**src/rtl/amdf_pkg.sv**
```systemverilog
// ----------------------------------------------------------------------------
// amdf_pkg
// Shared constants and types for the axis median deadband filter.
// ----------------------------------------------------------------------------
package amdf_pkg;

   localparam int NUM_AXES = 8;
   localparam int WINDOW   = 5;

   localparam int AXIS_W   = 3;
   localparam int SAMPLE_W = 16;
   localparam int MARGIN_W = 8;
   localparam int ACTIVE_W = 4;
   localparam int CSR_IW   = 2;
   localparam int CSR_DW   = 8;

   localparam int ADDR_W   = (NUM_AXES > 1) ? $clog2(NUM_AXES) : 1;
   localparam int CNT_W    = $clog2(WINDOW + 1);
   localparam int RANK_W   = $clog2(WINDOW);
   // Row layout: held value on top of the window slots, slot 0 at the bottom.
   localparam int ROW_W    = SAMPLE_W * (WINDOW + 1);
   localparam int MED_RANK = WINDOW / 2;

   localparam logic [MARGIN_W-1:0] NOISE_MARGIN_RST = MARGIN_W'(2);
   localparam logic [ACTIVE_W-1:0] ACTIVE_AXES_RST  = ACTIVE_W'(8);

   typedef enum logic [CSR_IW-1:0] {
      CSR_NOISE_MARGIN = 2'd0,
      CSR_ACTIVE_AXES  = 2'd1
   } csr_index_type;

   typedef enum logic [1:0] {
      ST_IDLE,
      ST_CMP,
      ST_MED,
      ST_WB
   } state_type;

endpackage

```
**src/rtl/axis_median_deadband_filter_top.sv**
```systemverilog
// ----------------------------------------------------------------------------
// axis_median_deadband_filter_top
// Per-axis sliding-window median filter with a deadband on the held value.
//
//   channel | direction | handshake           | payload
//   req     | in        | req_valid/req_stall | req_axis_index, req_sample_value
//   rsp     | out       | rsp_valid/rsp_stall | rsp_held_value, rsp_value_changed,
//           |           |                     | rsp_axis_invalid
//   csr     | in        | csr_wr_en           | csr_index, csr_wdata
//
// A new word is accepted only in idle, after the previous word is done: the row
// read of the window memory, the pairwise compare, the rank select and the write-back follow in turn.
// Write-back waits while a previous result is still stalled on rsp.
// Synchronous active-high reset clears control, fill counts and configuration registers;
// window memory contents are not cleared, no clearing pass is needed.
// ----------------------------------------------------------------------------
module axis_median_deadband_filter_top (
   input  logic                          clock,
   input  logic                          reset,
   input  logic                          req_valid,
   output logic                          req_stall,
   input  logic [amdf_pkg::AXIS_W-1:0]   req_axis_index,
   input  logic [amdf_pkg::SAMPLE_W-1:0] req_sample_value,
   output logic                          rsp_valid,
   input  logic                          rsp_stall,
   output logic [amdf_pkg::SAMPLE_W-1:0] rsp_held_value,
   output logic                          rsp_value_changed,
   output logic                          rsp_axis_invalid,
   input  logic                          csr_wr_en,
   input  logic [amdf_pkg::CSR_IW-1:0]   csr_index,
   input  logic [amdf_pkg::CSR_DW-1:0]   csr_wdata
);

   localparam int W  = amdf_pkg::WINDOW;
   localparam int SW = amdf_pkg::SAMPLE_W;

   amdf_pkg::state_type state_ff, state_in;

   logic [amdf_pkg::MARGIN_W-1:0] margin_ff;
   logic [amdf_pkg::ACTIVE_W-1:0] active_ff;

   logic [amdf_pkg::ROW_W-1:0]    win_mem [amdf_pkg::NUM_AXES];
   logic [amdf_pkg::ROW_W-1:0]    rd_row_ff;
   logic [amdf_pkg::CNT_W-1:0]    count_ff [amdf_pkg::NUM_AXES];

   logic [amdf_pkg::ADDR_W-1:0]   addr_ff;
   logic [SW-1:0]                 sample_ff;
   logic                          invalid_ff;

   logic [W-1:0][W-1:0]           lt_ff, lt_in;
   logic [SW-1:0]                 med_ff, med_in;
   logic                          med_ok_ff, med_ok_in;
   logic [W-1:0]                  med_sel;

   logic                          rsp_valid_ff, rsp_valid_in;
   logic [SW-1:0]                 rsp_held_value_ff;
   logic                          rsp_value_changed_ff;
   logic                          rsp_axis_invalid_ff;

   logic                          accept;
   logic                          wb_fire;
   logic                          axis_bad;
   logic [amdf_pkg::ADDR_W-1:0]   req_addr;
   logic [amdf_pkg::CNT_W-1:0]    fill_n;
   logic [SW-1:0]                 slot_val [W];
   logic [W-1:0]                  slot_full;
   logic [SW:0]                   lo_sum, hi_sum;
   logic                          do_write;
   logic [SW-1:0]                 new_held;
   logic [amdf_pkg::ROW_W-1:0]    new_row;

   assign accept   = req_valid && !req_stall;
   assign req_addr = amdf_pkg::ADDR_W'(req_axis_index);
   assign axis_bad = ({1'b0, req_axis_index} >= active_ff)
                     || (int'(req_axis_index) >= amdf_pkg::NUM_AXES);
   assign fill_n   = count_ff[addr_ff];

   // ---------------------------------------------------------------------
   // Control
   // ---------------------------------------------------------------------
   always_comb begin
      state_in  = state_ff;
      req_stall = 1'b1;
      wb_fire   = 1'b0;
      unique case (state_ff)
         amdf_pkg::ST_IDLE: begin
            req_stall = 1'b0;
            if (req_valid) begin
               state_in = amdf_pkg::ST_CMP;
            end
         end
         amdf_pkg::ST_CMP: state_in = amdf_pkg::ST_MED;
         amdf_pkg::ST_MED: state_in = amdf_pkg::ST_WB;
         amdf_pkg::ST_WB: begin
            // hold until the output register is free
            if (!rsp_valid_ff || !rsp_stall) begin
               wb_fire  = 1'b1;
               state_in = amdf_pkg::ST_IDLE;
            end
         end
         default: state_in = amdf_pkg::ST_IDLE;
      endcase
   end

   always_ff @(posedge clock) begin
      if (reset) begin
         state_ff <= amdf_pkg::ST_IDLE;
      end else begin
         state_ff <= state_in;
      end
   end

   // ---------------------------------------------------------------------
   // Configuration registers
   // ---------------------------------------------------------------------
   always_ff @(posedge clock) begin
      if (reset) begin
         margin_ff <= amdf_pkg::NOISE_MARGIN_RST;
         active_ff <= amdf_pkg::ACTIVE_AXES_RST;
      end else if (csr_wr_en) begin
         if (csr_index == amdf_pkg::CSR_NOISE_MARGIN) begin
            margin_ff <= csr_wdata[amdf_pkg::MARGIN_W-1:0];
         end else if (csr_index == amdf_pkg::CSR_ACTIVE_AXES) begin
            active_ff <= csr_wdata[amdf_pkg::ACTIVE_W-1:0];
         end
      end
   end

   // ---------------------------------------------------------------------
   // Window memory: row read on accept, row write on write-back
   // ---------------------------------------------------------------------
   always_ff @(posedge clock) begin
      if (accept) begin
         rd_row_ff <= win_mem[req_addr];
      end
      if (wb_fire && !invalid_ff) begin
         win_mem[addr_ff] <= new_row;
      end
   end

   always_ff @(posedge clock) begin
      if (accept) begin
         addr_ff    <= req_addr;
         sample_ff  <= req_sample_value;
         invalid_ff <= axis_bad;
      end
   end

   // slot h is filled iff h < fill count, since samples enter at slot 0
   always_ff @(posedge clock) begin
      if (reset) begin
         for (int a = 0; a < amdf_pkg::NUM_AXES; a++) begin
            count_ff[a] <= '0;
         end
      end else if (wb_fire && !invalid_ff && (int'(fill_n) < W)) begin
         count_ff[addr_ff] <= fill_n + amdf_pkg::CNT_W'(1);
      end
   end

   // ---------------------------------------------------------------------
   // Pairwise compare: lt[i][j] set when slot j orders before slot i.
   // Empty slots order lowest; ties break on slot number.
   // ---------------------------------------------------------------------
   always_comb begin
      for (int h = 0; h < W; h++) begin
         slot_full[h] = (h < int'(fill_n));
         slot_val[h]  = slot_full[h] ? rd_row_ff[h*SW +: SW] : '0;
      end
      for (int i = 0; i < W; i++) begin
         for (int j = 0; j < W; j++) begin
            if (slot_full[i] != slot_full[j]) begin
               lt_in[i][j] = slot_full[i];
            end else if (slot_val[i] != slot_val[j]) begin
               lt_in[i][j] = (slot_val[j] < slot_val[i]);
            end else begin
               lt_in[i][j] = (j < i);
            end
         end
      end
   end

   // rank each slot and pick the middle one
   always_comb begin
      logic [amdf_pkg::RANK_W-1:0] rank;
      med_in    = '0;
      med_ok_in = 1'b0;
      for (int i = 0; i < W; i++) begin
         rank = '0;
         for (int j = 0; j < W; j++) begin
            rank = rank + amdf_pkg::RANK_W'(lt_ff[i][j]);
         end
         med_sel[i] = (int'(rank) == amdf_pkg::MED_RANK);
         if (med_sel[i]) begin
            med_in    = slot_val[i];
            med_ok_in = slot_full[i];
         end
      end
   end

   always_ff @(posedge clock) begin
      if (state_ff == amdf_pkg::ST_CMP) begin
         lt_ff <= lt_in;
      end
      if (state_ff == amdf_pkg::ST_MED) begin
         med_ff    <= med_in;
         med_ok_ff <= med_ok_in;
      end
   end

   // ---------------------------------------------------------------------
   // Deadband decision and row update
   // ---------------------------------------------------------------------
   always_comb begin
      lo_sum   = {1'b0, sample_ff} + (SW+1)'(margin_ff);
      hi_sum   = {1'b0, med_ff} + (SW+1)'(margin_ff);
      do_write = !med_ok_ff || (lo_sum < {1'b0, med_ff})
                 || ({1'b0, sample_ff} > hi_sum);
      new_held = do_write ? sample_ff : rd_row_ff[W*SW +: SW];
      new_row  = {new_held, rd_row_ff[(W-1)*SW-1:0], sample_ff};
   end

   always_comb begin
      rsp_valid_in = rsp_valid_ff;
      if (wb_fire) begin
         rsp_valid_in = 1'b1;
      end else if (!rsp_stall) begin
         rsp_valid_in = 1'b0;
      end
   end

   always_ff @(posedge clock) begin
      if (reset) begin
         rsp_valid_ff <= 1'b0;
      end else begin
         rsp_valid_ff <= rsp_valid_in;
      end
   end

   always_ff @(posedge clock) begin
      if (wb_fire) begin
         rsp_held_value_ff    <= invalid_ff ? '0 : new_held;
         rsp_value_changed_ff <= !invalid_ff && do_write;
         rsp_axis_invalid_ff  <= invalid_ff;
      end
   end

   assign rsp_valid         = rsp_valid_ff;
   assign rsp_held_value    = rsp_held_value_ff;
   assign rsp_value_changed = rsp_value_changed_ff;
   assign rsp_axis_invalid  = rsp_axis_invalid_ff;

   // ---------------------------------------------------------------------
   // Assertions
   // ---------------------------------------------------------------------
   a_rsp_from_wb: assert property (@(posedge clock) disable iff (reset)
      $rose(rsp_valid_ff) |-> $past(state_ff == amdf_pkg::ST_WB))
      else $error("result word raised outside write-back");

   a_accept_starts: assert property (@(posedge clock) disable iff (reset)
      accept |=> (state_ff == amdf_pkg::ST_CMP))
      else $error("accepted word did not start compare");

   a_fill_bound: assert property (@(posedge clock) disable iff (reset)
      int'(fill_n) <= W)
      else $error("fill count above window depth");

   a_median_unique: assert property (@(posedge clock) disable iff (reset)
      (state_ff == amdf_pkg::ST_MED) |-> $onehot(med_sel))
      else $error("median rank not unique");

   a_invalid_word: assert property (@(posedge clock) disable iff (reset)
      (rsp_valid_ff && rsp_axis_invalid_ff)
         |-> (!rsp_value_changed_ff && (rsp_held_value_ff == '0)))
      else $error("rejected axis word carries data");

endmodule
```
**config.mk**
```make
export PLATFORM = sky130hd
export DESIGN_NAME = axis_median_deadband_filter_top
export DESIGN_NICKNAME = d
export VERILOG_FILES = /design/src/rtl/amdf_pkg.sv /design/src/rtl/axis_median_deadband_filter_top.sv
export SDC_FILE = /design/constraint.sdc
export NUM_CORES = 1
export LEC_CHECK = 0
export ABC_AREA = 1
export ABC_CLOCK_PERIOD_IN_PS = 13200
export BUFFER_PORTS_ARGS = -buffer_cell sky130_fd_sc_hd__clkbuf_2
export CORE_MARGIN = 2
export CORE_UTILIZATION = 57
export CTS_CLUSTER_DIAMETER = 120
export DETAILED_ROUTE_END_ITERATION = 6
export GPL_ROUTABILITY_DRIVEN = 0
export PLACE_DENSITY = 0.8
export SLEW_MARGIN = 20
export SYNTH_ARGS = -nofsm -noshare
export SYNTH_HDL_FRONTEND = slang
export SYNTH_SLANG_ARGS = --single-unit
```
**constraint.sdc**
```tcl
create_clock -name clock -period 13.2 [get_ports clock]
set_input_delay 1.32 -clock clock [delete_from_list [all_inputs] [get_ports clock]]
set_output_delay 1.32 -clock clock [all_outputs]
set_load 0.01 [all_outputs]
```
# Word level (Yosys, flattened, before mapping)
# Memory sizes are Yosys's and may differ from the RTL's. A register that Yosys moved wholly into a read port is not among the register bits.
# Index checks and enable logic that the tools add are counted.
totals:
  regBits: 90
  rom_bits: 0
  out_inout_bits: 20
  latch_bits: 0
  word_cells: 211
  mem_bits_rw: 792
  n_memories: 2
memory_table:
  columns: ["name", "depth", "word_bits", "rd", "rd_clocked_by_memory_dff", "wr", "line", "source"]
  rows:
  - ["win_mem", 8, 96, 1, 1, 1, "axis_median_deadband_filter_top.sv:42", "logic [amdf_pkg::ROW_W-1:0] win_mem [amdf_pkg::NUM_AXES];"]
  - ["count_ff", 8, 3, 1, 1, 8, "axis_median_deadband_filter_top.sv:44", "logic [amdf_pkg::CNT_W-1:0] count_ff [amdf_pkg::NUM_AXES];"]
classes:
  magnitude_cmp: 29
  multipliers: 0
  div: 0
  reduce_logical: 17
  shift: 0
  muxes: 75
  bitwise_logic: 1
  eq_ne: 52
  addsub: 18
op_table:
  columns: ["cell", "count"]
  rows:
  - ["16-bit < comparator", 20]
  - ["16-bit != test", 20]
  - ["16-bit two-way mux", 11]
  - ["1-bit two-way mux", 58]
  - ["16-bit by 8-bit adder with 17-bit output", 2]
  - ["1-bit != test", 20]
  - ["16-bit by 17-bit > comparator with 1-bit output", 1]
  - ["17-bit by 16-bit < comparator with 1-bit output", 1]
  - ["2-bit by 1-bit adder with 3-bit output", 5]
  - ["3-bit by 1-bit adder with 3-bit output", 5]
  - ["3-bit equality test (second input constant)", 5]
  - ["1-bit by 1-bit adder with 2-bit output", 5]
  - ["3-bit two-way mux", 3]
  - ["2-bit one-hot mux with 4 select lines", 1]
  - ["1-bit by 3-bit < comparator with 1-bit output (first input constant)", 2]
  - ["2-bit by 3-bit < comparator with 1-bit output (first input constant)", 2]
  - ["2-bit by 1-bit equality test with 1-bit output (second input constant)", 2]
  - ["2-bit equality test (second input constant)", 2]
  - ["3-bit by 4-bit >= comparator with 1-bit output", 1]
  - ["1-bit logical AND", 4]
  - ["1-bit zero test", 4]
  - ["2-bit zero test", 2]
  - ["2-bit two-way mux", 2]
  - ["2-bit != test (second input constant)", 2]
  - ["9 further kinds", 12]

# Depth between registers and ports, before layout
# Gate-level depths: netlist of the first run.
depth:
  ltp_word: 11
  mapped_depth: 27
  ltp_nobuf: 26

# Worst setup path after synthesis of the first run
# OpenSTA, ideal clock, no wires.
synth_path:
  kind: "input to register"
  start: "input port rsp_stall"
  end: "memory win_mem[0][0] (netlist bit) (enable)"
  t_arrival_ns: 11.938
  stages: 3
  path_buffers: 0
  slack_ns: 0.473
  setup_ns: 0.789
  cell_sequence: "a21oi_1 > nand2_1 > nor4_1"
synth_via:
  elab_chain_cells: 7
synth_rtl:
  columns: ["element", "line", "source"]
  rows:
  - ["from (decl)", "axis_median_deadband_filter_top.sv:25", "input logic rsp_stall,"]
  - ["1-bit zero test", null, null]
  - ["1-bit logical OR", "axis_median_deadband_filter_top.sv:96", "if (!rsp_valid_ff || !rsp_stall) begin"]
  - ["1-bit two-way mux", "axis_median_deadband_filter_top.sv:96", null]
  - ["1-bit two-way mux", "axis_median_deadband_filter_top.sv:85", "unique case (state_ff)"]
  - ["1-bit logical AND", "axis_median_deadband_filter_top.sv:136", "if (wb_fire && !invalid_ff) begin"]
  - ["1-bit two-way mux", "axis_median_deadband_filter_top.sv:136", null]
  - ["1-bit two-way mux (not written as such)", "axis_median_deadband_filter_top.sv:137", "win_mem[addr_ff] <= new_row;"]
  - ["to (decl)", "axis_median_deadband_filter_top.sv:42", null]
# Every way passes these cells.

# Worst setup path after layout of the first run
layout_path:
  start: "register sample_ff[2]"
  end: "memory win_mem[6][95] (netlist bit), data pin"
layout_via:
  elab_chain_cells: 5
  elab_cells_between_ends: 6
layout_rtl:
  columns: ["element", "line", "source"]
  rows:
  - ["from (decl)", "axis_median_deadband_filter_top.sv:47", "logic [SW-1:0] sample_ff;"]
  - ["from (signal assigned)", "axis_median_deadband_filter_top.sv:144", "sample_ff <= req_sample_value;"]
  - ["16-bit by 8-bit adder with 17-bit output", "axis_median_deadband_filter_top.sv:214", "lo_sum = {1'b0, sample_ff} + (SW+1)'(margin_ff);"]
  - ["17-bit by 16-bit < comparator with 1-bit output", "axis_median_deadband_filter_top.sv:216", "do_write = !med_ok_ff || (lo_sum < {1'b0, med_ff})"]
  - ["1-bit logical OR", "axis_median_deadband_filter_top.sv:216", null]
  - ["1-bit logical OR (*)", "axis_median_deadband_filter_top.sv:217", "|| ({1'b0, sample_ff} > hi_sum);"]
  - ["16-bit two-way mux (*)", "axis_median_deadband_filter_top.sv:218", "new_held = do_write ? sample_ff : rd_row_ff[W*SW +: SW];"]
  - ["net new_held[15]", "axis_median_deadband_filter_top.sv:69", "logic [SW-1:0] new_held;"]
# The timed path passes the listed nets; every way through them passes the cells marked *.

==> results of run 1 <==
[layout make-up]
class	instances	area (um^2)	share of cell area
timing repair buffer	92	591	0.0122
multi-input combinational	2379	13100	0.270
clock inverter	59	713	0.0147
tap	1030	1290	0.0266
sequential	981	29300	0.604
clock buffer	120	2550	0.0527
inverter	244	938	0.0194
[worst max-delay path, stage by stage (launching register included)]
cell and delay [ns]:
sky130_fd_sc_hd__edfxtp_1 0.60, sky130_fd_sc_hd__ha_1 0.44, sky130_fd_sc_hd__nand2_1 0.10, sky130_fd_sc_hd__nor2_1 0.04, sky130_fd_sc_hd__a211oi_1 0.45, sky130_fd_sc_hd__o21ai_1 0.31
sky130_fd_sc_hd__xor2_1 0.21, sky130_fd_sc_hd__ha_1 0.33, sky130_fd_sc_hd__nand2_1 0.07, sky130_fd_sc_hd__nor2_1 0.14, sky130_fd_sc_hd__nand3_1 0.09, sky130_fd_sc_hd__nand3_1 0.13
sky130_fd_sc_hd__nand2_1 0.06, sky130_fd_sc_hd__nand2_1 0.06, sky130_fd_sc_hd__nand2_1 0.05, sky130_fd_sc_hd__nand2_1 0.07, sky130_fd_sc_hd__nand2_1 0.08, sky130_fd_sc_hd__a21oi_2 0.15
sky130_fd_sc_hd__buf_4 0.27, sky130_fd_sc_hd__nand2_2 0.29, sky130_fd_sc_hd__nand2_1 0.16, sky130_fd_sc_hd__nand2_1 0.10, sky130_fd_sc_hd__inv_1 0.19
[metrics by stage]
stage,std cells,cell area (um^2),power (mW)
after floorplan,3780,43900,6.66
after global placement,4726,45200,7.75
after detailed placement,4726,45200,7.88
after CTS,4905,48400,10.7
after global routing,4905,48400,11.4
final,4905,48400,10.8
[layout by cell type, fill, tap and decap left out, drive strengths merged, types with 6 or more instances in the layout]
cell type / instances
a211oi: 6
a21oi: 136
a31oi: 99
buf: 41
bufinv: 13
clkbuf: 171
clkinv: 39
clkinvlp: 7
dfxtp: 18
edfxtp: 963
fa: 7
ha: 226
inv: 244
nand2: 369
nand3: 81
nand4: 24
nor2: 782
nor3: 22
nor4: 12
o21a: 8
o21ai: 447
o221ai: 10
o22ai: 97
xor2: 20
[synthesized netlist by cell type, types with 4 or more instances]
master | number | area [um^2]
sky130_fd_sc_hd__a211oi_1 | 6 | 45.0
sky130_fd_sc_hd__nand2_2 | 11 | 68.8
sky130_fd_sc_hd__o21ai_1 | 10 | 50.1
sky130_fd_sc_hd__edfxtp_1 | 963 | 28900
sky130_fd_sc_hd__o221ai_1 | 10 | 87.6
sky130_fd_sc_hd__nand4_1 | 16 | 100
sky130_fd_sc_hd__nand3_1 | 80 | 400
sky130_fd_sc_hd__nor4_1 | 12 | 75.1
sky130_fd_sc_hd__ha_1 | 226 | 2830
sky130_fd_sc_hd__a21o_1 | 4 | 30.0
sky130_fd_sc_hd__o21a_1 | 8 | 60.1
sky130_fd_sc_hd__o22ai_1 | 97 | 607
sky130_fd_sc_hd__dfxtp_1 | 18 | 360
sky130_fd_sc_hd__a31oi_1 | 99 | 619
sky130_fd_sc_hd__a21oi_1 | 135 | 676
sky130_fd_sc_hd__nand2_1 | 355 | 1330
sky130_fd_sc_hd__nand4_2 | 8 | 100
sky130_fd_sc_hd__nor2_1 | 778 | 2920
sky130_fd_sc_hd__o21ai_0 | 433 | 2170
sky130_fd_sc_hd__fa_1 | 7 | 140
sky130_fd_sc_hd__buf_1 | 23 | 86.3
sky130_fd_sc_hd__xor2_1 | 20 | 175
sky130_fd_sc_hd__clkbuf_1 | 143 | 537
sky130_fd_sc_hd__xnor2_1 | 5 | 43.8
sky130_fd_sc_hd__nor3_1 | 20 | 100
sky130_fd_sc_hd__inv_1 | 238 | 893
sky130_fd_sc_hd__buf_2 | 5 | 25.0
sky130_fd_sc_hd__clkinv_1 | 4 | 15.0
[layer usage]
layer,vias up,track usage
met3,262,0.0409
met5,-,0
met2,1519,0.448
li1,13550,-
met1,14242,0.348
met4,2,0.112
[flip-flops by register name, indices dropped and copies added, names as in the netlist, 2 cells and up, named ones only]
name and flops:
state_ff 2, active_ff 4, sample_ff 16, med_ff 16, win_mem 768, addr_ff 3, count_ff 24, margin_ff 8
lt_ff 20, rsp_held_value 16, rd_row_ff 96
[report_power, final]
| group | switching, mW | internal, mW |
|---|---|---|
| combinational | 2.62 | 1.17 |
| clock | 1.17 | 1.64 |
| sequential | 0.251 | 3.94 |
| total | 4.05 | 6.74 |
[cells by family (layout without fill, tap and decap cells)]
kind of cell	Yosys count	in the layout	share of synthesized area
compound gates	827	827	0.104
buf+inv	420	515	0.0369
flops	981	981	0.667
simple gates	1294	1294	0.120
fa+ha+maj	233	233	0.0676
xor+xnor	25	25	0.00499
[worst max-delay path by stage]
| stage | start | to | slack [ns] | cells past startpoint |
|---|---|---|---|---|
| 3_3_place_gp | req_axis_index[0] | invalid_ff | 8.34 | 9 |
| 3_5_place_dp | req_axis_index[0] | invalid_ff | 8.33 | 9 |
| 2_1_floorplan | rsp_stall | win_mem[0][0] | 0.47 | 3 |
| 4_1_cts | sample_ff[2] | win_mem[6][95] | 8.67 | 22 |
| 6_report | sample_ff[2] | win_mem[6][95] | 8.62 | 22 |
| 5_1_grt | sample_ff[2] | win_mem[6][95] | 8.35 | 22 |
==> metrics.cfg, run 1 <==
[status]
run_status=completed

[setup_path]
reg2reg_from=sample_ff[2]
worstPathArrival_ns=5.07
worst-r2r-cell-count=22
critPathKind=flip-flop to flip-flop
cp_data_required_time_ns=13.68
worst-r2r-setup-slack_ns=8.62
critPathLaunchType=flip-flop
critPathMaxFanout=18
r2r_end=win_mem[6][95]
endpoint_kind=flip-flop

[sta]
hold_slack_ns=0.462
fin_worst_skew_ns=0.0294
tightestPinTransition_ns=1.10
drv_slew=0
grt_setup_unrepaired=false
setup_total_negative_slack_ns=0
final_critical_path_required_period_ns=4.58
timing.final.hold_violations=0
period_share=0.347
setup_violations=0
timing.final.ws_setup_ns=8.62
slew_headroom=0.268
timing.fmax_mhz=218

[drt]
drtAntennaViolNets=0
met2WireLength_um=51400
wirelength_um=105000
initialDrtViolationCount=3681
top_layer=met5
wl_met3_um=9440
drt_pass1_iterations=6
drt_drc_violations_left=0
detailroute.via_count=29575
routed_wire_length_per_instance_um=21.5
wl_met1_um=40500
route.detailed.vias_per_inst=6.03

[min_path]
hp-class=flip-flop to flip-flop
hold_path_cells=2
min-delay-start=active_ff[1]
hold-path-endpoint=active_ff[1]

[floorplanning]
fp.dieW_um=282
placementRows=101
num_ports=54
initial_utilization=0.577
floorplan.die_area_um2=79300
floorplan.core_area_um2=76100
dieHeight_um=282

[clock_tree]
post_cts_buffers=0
numCtsBuffers=97
cts.root.buffer_cell=sky130_fd_sc_hd__clkbuf_16
ctsHoldBuffers=0
maximum_buffer_depth_of_the_clock_tree=3
clkSlewWorstSetupHoldPaths_ns=0.06
clock_insertion_delay_worst_skew_ns=0.67
clock-sinks=981
clock_tree_from_tritoncts=yes
cts_resized=0
htree_levels=3

[place]
dp_slack_ns=8.33
detailed_place_hpwl_um=60400
port_buffers=53

[grt]
grt_first_pass_wirelength_um=161000
grt_start_max_net_pins=184
grt_antenna_before_repair=2
grt-ovfl-total=0
globalRouteTotalUtil=0.267
number_of_global_route_vias_before_repair=29011

[yosys]
synth-async-reset-ratio=0
synthesis.area_um2=43900
postSynthRegisterBits=981
number_of_synthesized_flops_with_an_enable_pin=963
dominantRegCellSynth=sky130_fd_sc_hd__edfxtp_1
yosys_warnings=0
syn-instance-count=3780
synth.yosys.seq_area_share=0.667
synthDistinctLibCells=56
postSynthAreaPerCell_um2=11.6
synth_nets=4047

[finish]
nNetsFinal=4062
syn_to_final_growth_pct=10.3
antenna_cells=0
post-route-util=0.637
drive_above_1_share=0.0743
n_fill_cell=5557

[flow_run]
cap_viol_max_count=0

[power]
power.ir.vdd_worst_v=0.000164
power_per_cell_area_nw_per_um2=223
power.static_leakage_nw=17.8

(Power assumes the default switching activity.)
==> run 2: changes to the inputs <==
Settings changed: ABC_CLOCK_PERIOD_IN_PS 13200 to 4190.
Clock period 13.2 ns to 4.19 ns, I/O delays scaled along.
==> run 2 against run 1 <==
Clock power increased to 3.0 times the previous value. Maximum frequency increased by 17%. Worst setup slack got worse by 8.3 ns. Worst hold slack got worse by 0.43 ns. Critical endpoint is now win_mem[7][91]. Largest cell class unchanged. Highest routed layer unchanged.
==> metrics.cfg, run 2 (synthesis gave the netlist of run 1 again) <==
[status]
run_status=completed

[setup_path]
critPathMaxFanout=11  ; -7
worst-r2r-setup-slack_ns=0.29  ; -8.33 ns
worst-r2r-cell-count=22  ; unchanged
reg2reg_from=med_ff[0]
critPathLaunchType=flip-flop
worstPathArrival_ns=4.29  ; -0.78 ns
endpoint_kind=flip-flop
r2r_end=win_mem[7][91]
critPathKind=flip-flop to flip-flop
cp_data_required_time_ns=4.58  ; -9.10 ns
cp-startpoint=med_ff[0]

[power]
power.ir.vdd_worst_v=0.000470  ; +190%
power.static_leakage_nw=18.0  ; +1.1%
power_per_cell_area_nw_per_um2=694  ; +210%

[clock_tree]
clock_tree_from_tritoncts=yes
clock_insertion_delay_worst_skew_ns=0.67  ; about the same
cts.root.buffer_cell=sky130_fd_sc_hd__clkbuf_16
clock-sinks=981  ; unchanged
htree_levels=3  ; unchanged
post_cts_buffers=0  ; unchanged
clkSlewWorstSetupHoldPaths_ns=0.07  ; about the same
numCtsBuffers=94  ; -3.1%
maximum_buffer_depth_of_the_clock_tree=3  ; unchanged

[grt]
grt_first_pass_wirelength_um=163000  ; +1.3%
grt_start_max_net_pins=169  ; -8.2%
grt_antenna_before_repair=1  ; -1
number_of_global_route_vias_before_repair=29248  ; +0.82%
globalRouteTotalUtil=0.269  ; +0.00208
grt-ovfl-total=0  ; unchanged

[sta]
fin_worst_skew_ns=0.0313  ; +0.00183 ns
period_share=0.931  ; +0.584
hold_slack_ns=0.0320  ; -0.430 ns
drv_slew=0  ; unchanged
setup_violations=0  ; unchanged
tightestPinTransition_ns=1.16  ; +0.0654 ns
grt_setup_unrepaired=false
final_critical_path_required_period_ns=3.90  ; -0.683 ns
timing.final.hold_violations=0  ; unchanged
timing.fmax_mhz=256  ; +17%
slew_headroom=0.219  ; -0.0494
timing.final.ws_setup_ns=0.288  ; -8.33 ns

[place]
detailed_place_hpwl_um=60500  ; +0.12%
dp_slack_ns=0.177  ; -8.16 ns
port_buffers=53  ; unchanged

[finish]
nNetsFinal=4099  ; +0.91%
antenna_cells=0  ; unchanged
drive_above_1_share=0.0795  ; +0.00518
final_cell_mix=sky130_fd_sc_hd__edfxtp_1 (963), sky130_fd_sc_hd__nor2_1 (778), sky130_fd_sc_hd__o21ai_0 (432)
syn_to_final_growth_pct=11.4
largestRegisters=win_mem (768), rd_row_ff (96), count_ff (24)
regMostFlops=win_mem
largest_reg_flops=768  ; unchanged
mostFrequentLayoutCell=sky130_fd_sc_hd__edfxtp_1

[floorplanning]
num_ports=54  ; unchanged
floorplan.core_area_um2=76100  ; unchanged
initial_utilization=0.577  ; unchanged
placementRows=101  ; unchanged
dieHeight_um=282  ; unchanged
fp.dieW_um=282  ; unchanged
floorplan.die_area_um2=79300  ; unchanged

[drt]
drt_pass1_iterations=6  ; unchanged
detailroute.via_count=29973  ; +1.3%
drt_drc_violations_left=0  ; unchanged
route.detailed.vias_per_inst=6.06  ; +0.59%
wirelength_um=107000  ; +1.4%
drtAntennaViolNets=0  ; unchanged
routed_wire_length_per_instance_um=21.6  ; +0.62%
initialDrtViolationCount=3697  ; +0.43%

[flow_run]
cap_viol_max_count=0  ; unchanged

[min_path]
min-delay-start=req_sample_value[15]
hold-path-endpoint=sample_ff[15]
hp-class=input pin to flip-flop
hold_path_cells=1  ; -1

-- run 2: what timing repair did --
item,CTS,global route
hold buffers,17,0
resized for setup,0,5
endpoints found under the hold margin,17,0
endpoints found under the setup margin,0,145
-- run 2: worst max-delay path by stage --
stage | slack, ns | cells after the start | to
finish | 0.29 | 22 | win_mem[7][91]
global route | 0.01 | 23 | win_mem[2][92]
CTS | 0.06 | 26 | win_mem[2][81]
detailed placement | 0.18 | 26 | win_mem[5][87]
global placement | 0.36 | 26 | win_mem[4][87]
floorplan | -0.61 | 5 | win_mem[3][0]
-- run 2: stage by stage --
step	util	power (mW)	TNS [ns]	instance area, um^2	instances
6_report	0.643	34.0	0	48900	4942
5_1_grt	0.643	35.7	0	48900	4942
3_5_place_dp	0.600	25.1	0	45600	4749
4_1_cts	0.643	33.6	0	48900	4942
2_1_floorplan	-	21.0	-461.41	44100	3780
3_3_place_gp	0.600	24.6	0	45600	4749
-- run 2: worst max-delay path, stage by stage, from the launching register on --
cell and delay [ns]:
sky130_fd_sc_hd__edfxtp_1 0.41, sky130_fd_sc_hd__ha_1 0.25, sky130_fd_sc_hd__fa_1 0.42, sky130_fd_sc_hd__nand3_1 0.09
sky130_fd_sc_hd__nand2_1 0.08, sky130_fd_sc_hd__a21boi_1 0.23, sky130_fd_sc_hd__o21ai_0 0.17, sky130_fd_sc_hd__nand2_1 0.18
sky130_fd_sc_hd__xor2_1 0.18, sky130_fd_sc_hd__ha_1 0.26, sky130_fd_sc_hd__a21oi_1 0.13, sky130_fd_sc_hd__nor2_1 0.05
sky130_fd_sc_hd__a211oi_1 0.17, sky130_fd_sc_hd__nand2_1 0.08, sky130_fd_sc_hd__nand2_1 0.07, sky130_fd_sc_hd__nand2_1 0.05
sky130_fd_sc_hd__nand2_1 0.05, sky130_fd_sc_hd__nand2_1 0.08, sky130_fd_sc_hd__nand2_4 0.15, sky130_fd_sc_hd__buf_4 0.22
sky130_fd_sc_hd__nand3_1 0.10, sky130_fd_sc_hd__nand2_1 0.09, sky130_fd_sc_hd__inv_1 0.12
-- run 2: layer usage --
| layer | wire, um | up-vias | track usage |
|---|---|---|---|
| li1 | - | 13626 | - |
| met1 | 40900 | 14480 | 0.356 |
| met2 | 52300 | 1584 | 0.448 |
| met3 | 9410 | 281 | 0.0408 |
| met4 | 4160 | 2 | 0.111 |
| met5 | 12 | - | 0 |
-- run 2: area by class of cell --
type | count | area, um^2
multi-input cells | 2379 | 13200
clock buffers | 110 | 2430
flip-flops and latches | 981 | 29300
well taps | 1030 | 1290
repair buffers | 132 | 1130
fillers | 5441 | 27200
inverters | 244 | 938
clock inverters | 66 | 642
-- run 2: power by group --
part / total [mW] / leakage [nW] / switching, mW / internal [mW]
clock: 8.45 / 1.50 / 3.65 / 4.80
combinational: 12.4 / 7.65 / 8.48 / 3.89
sequential: 13.1 / 8.89 / 0.742 / 12.4
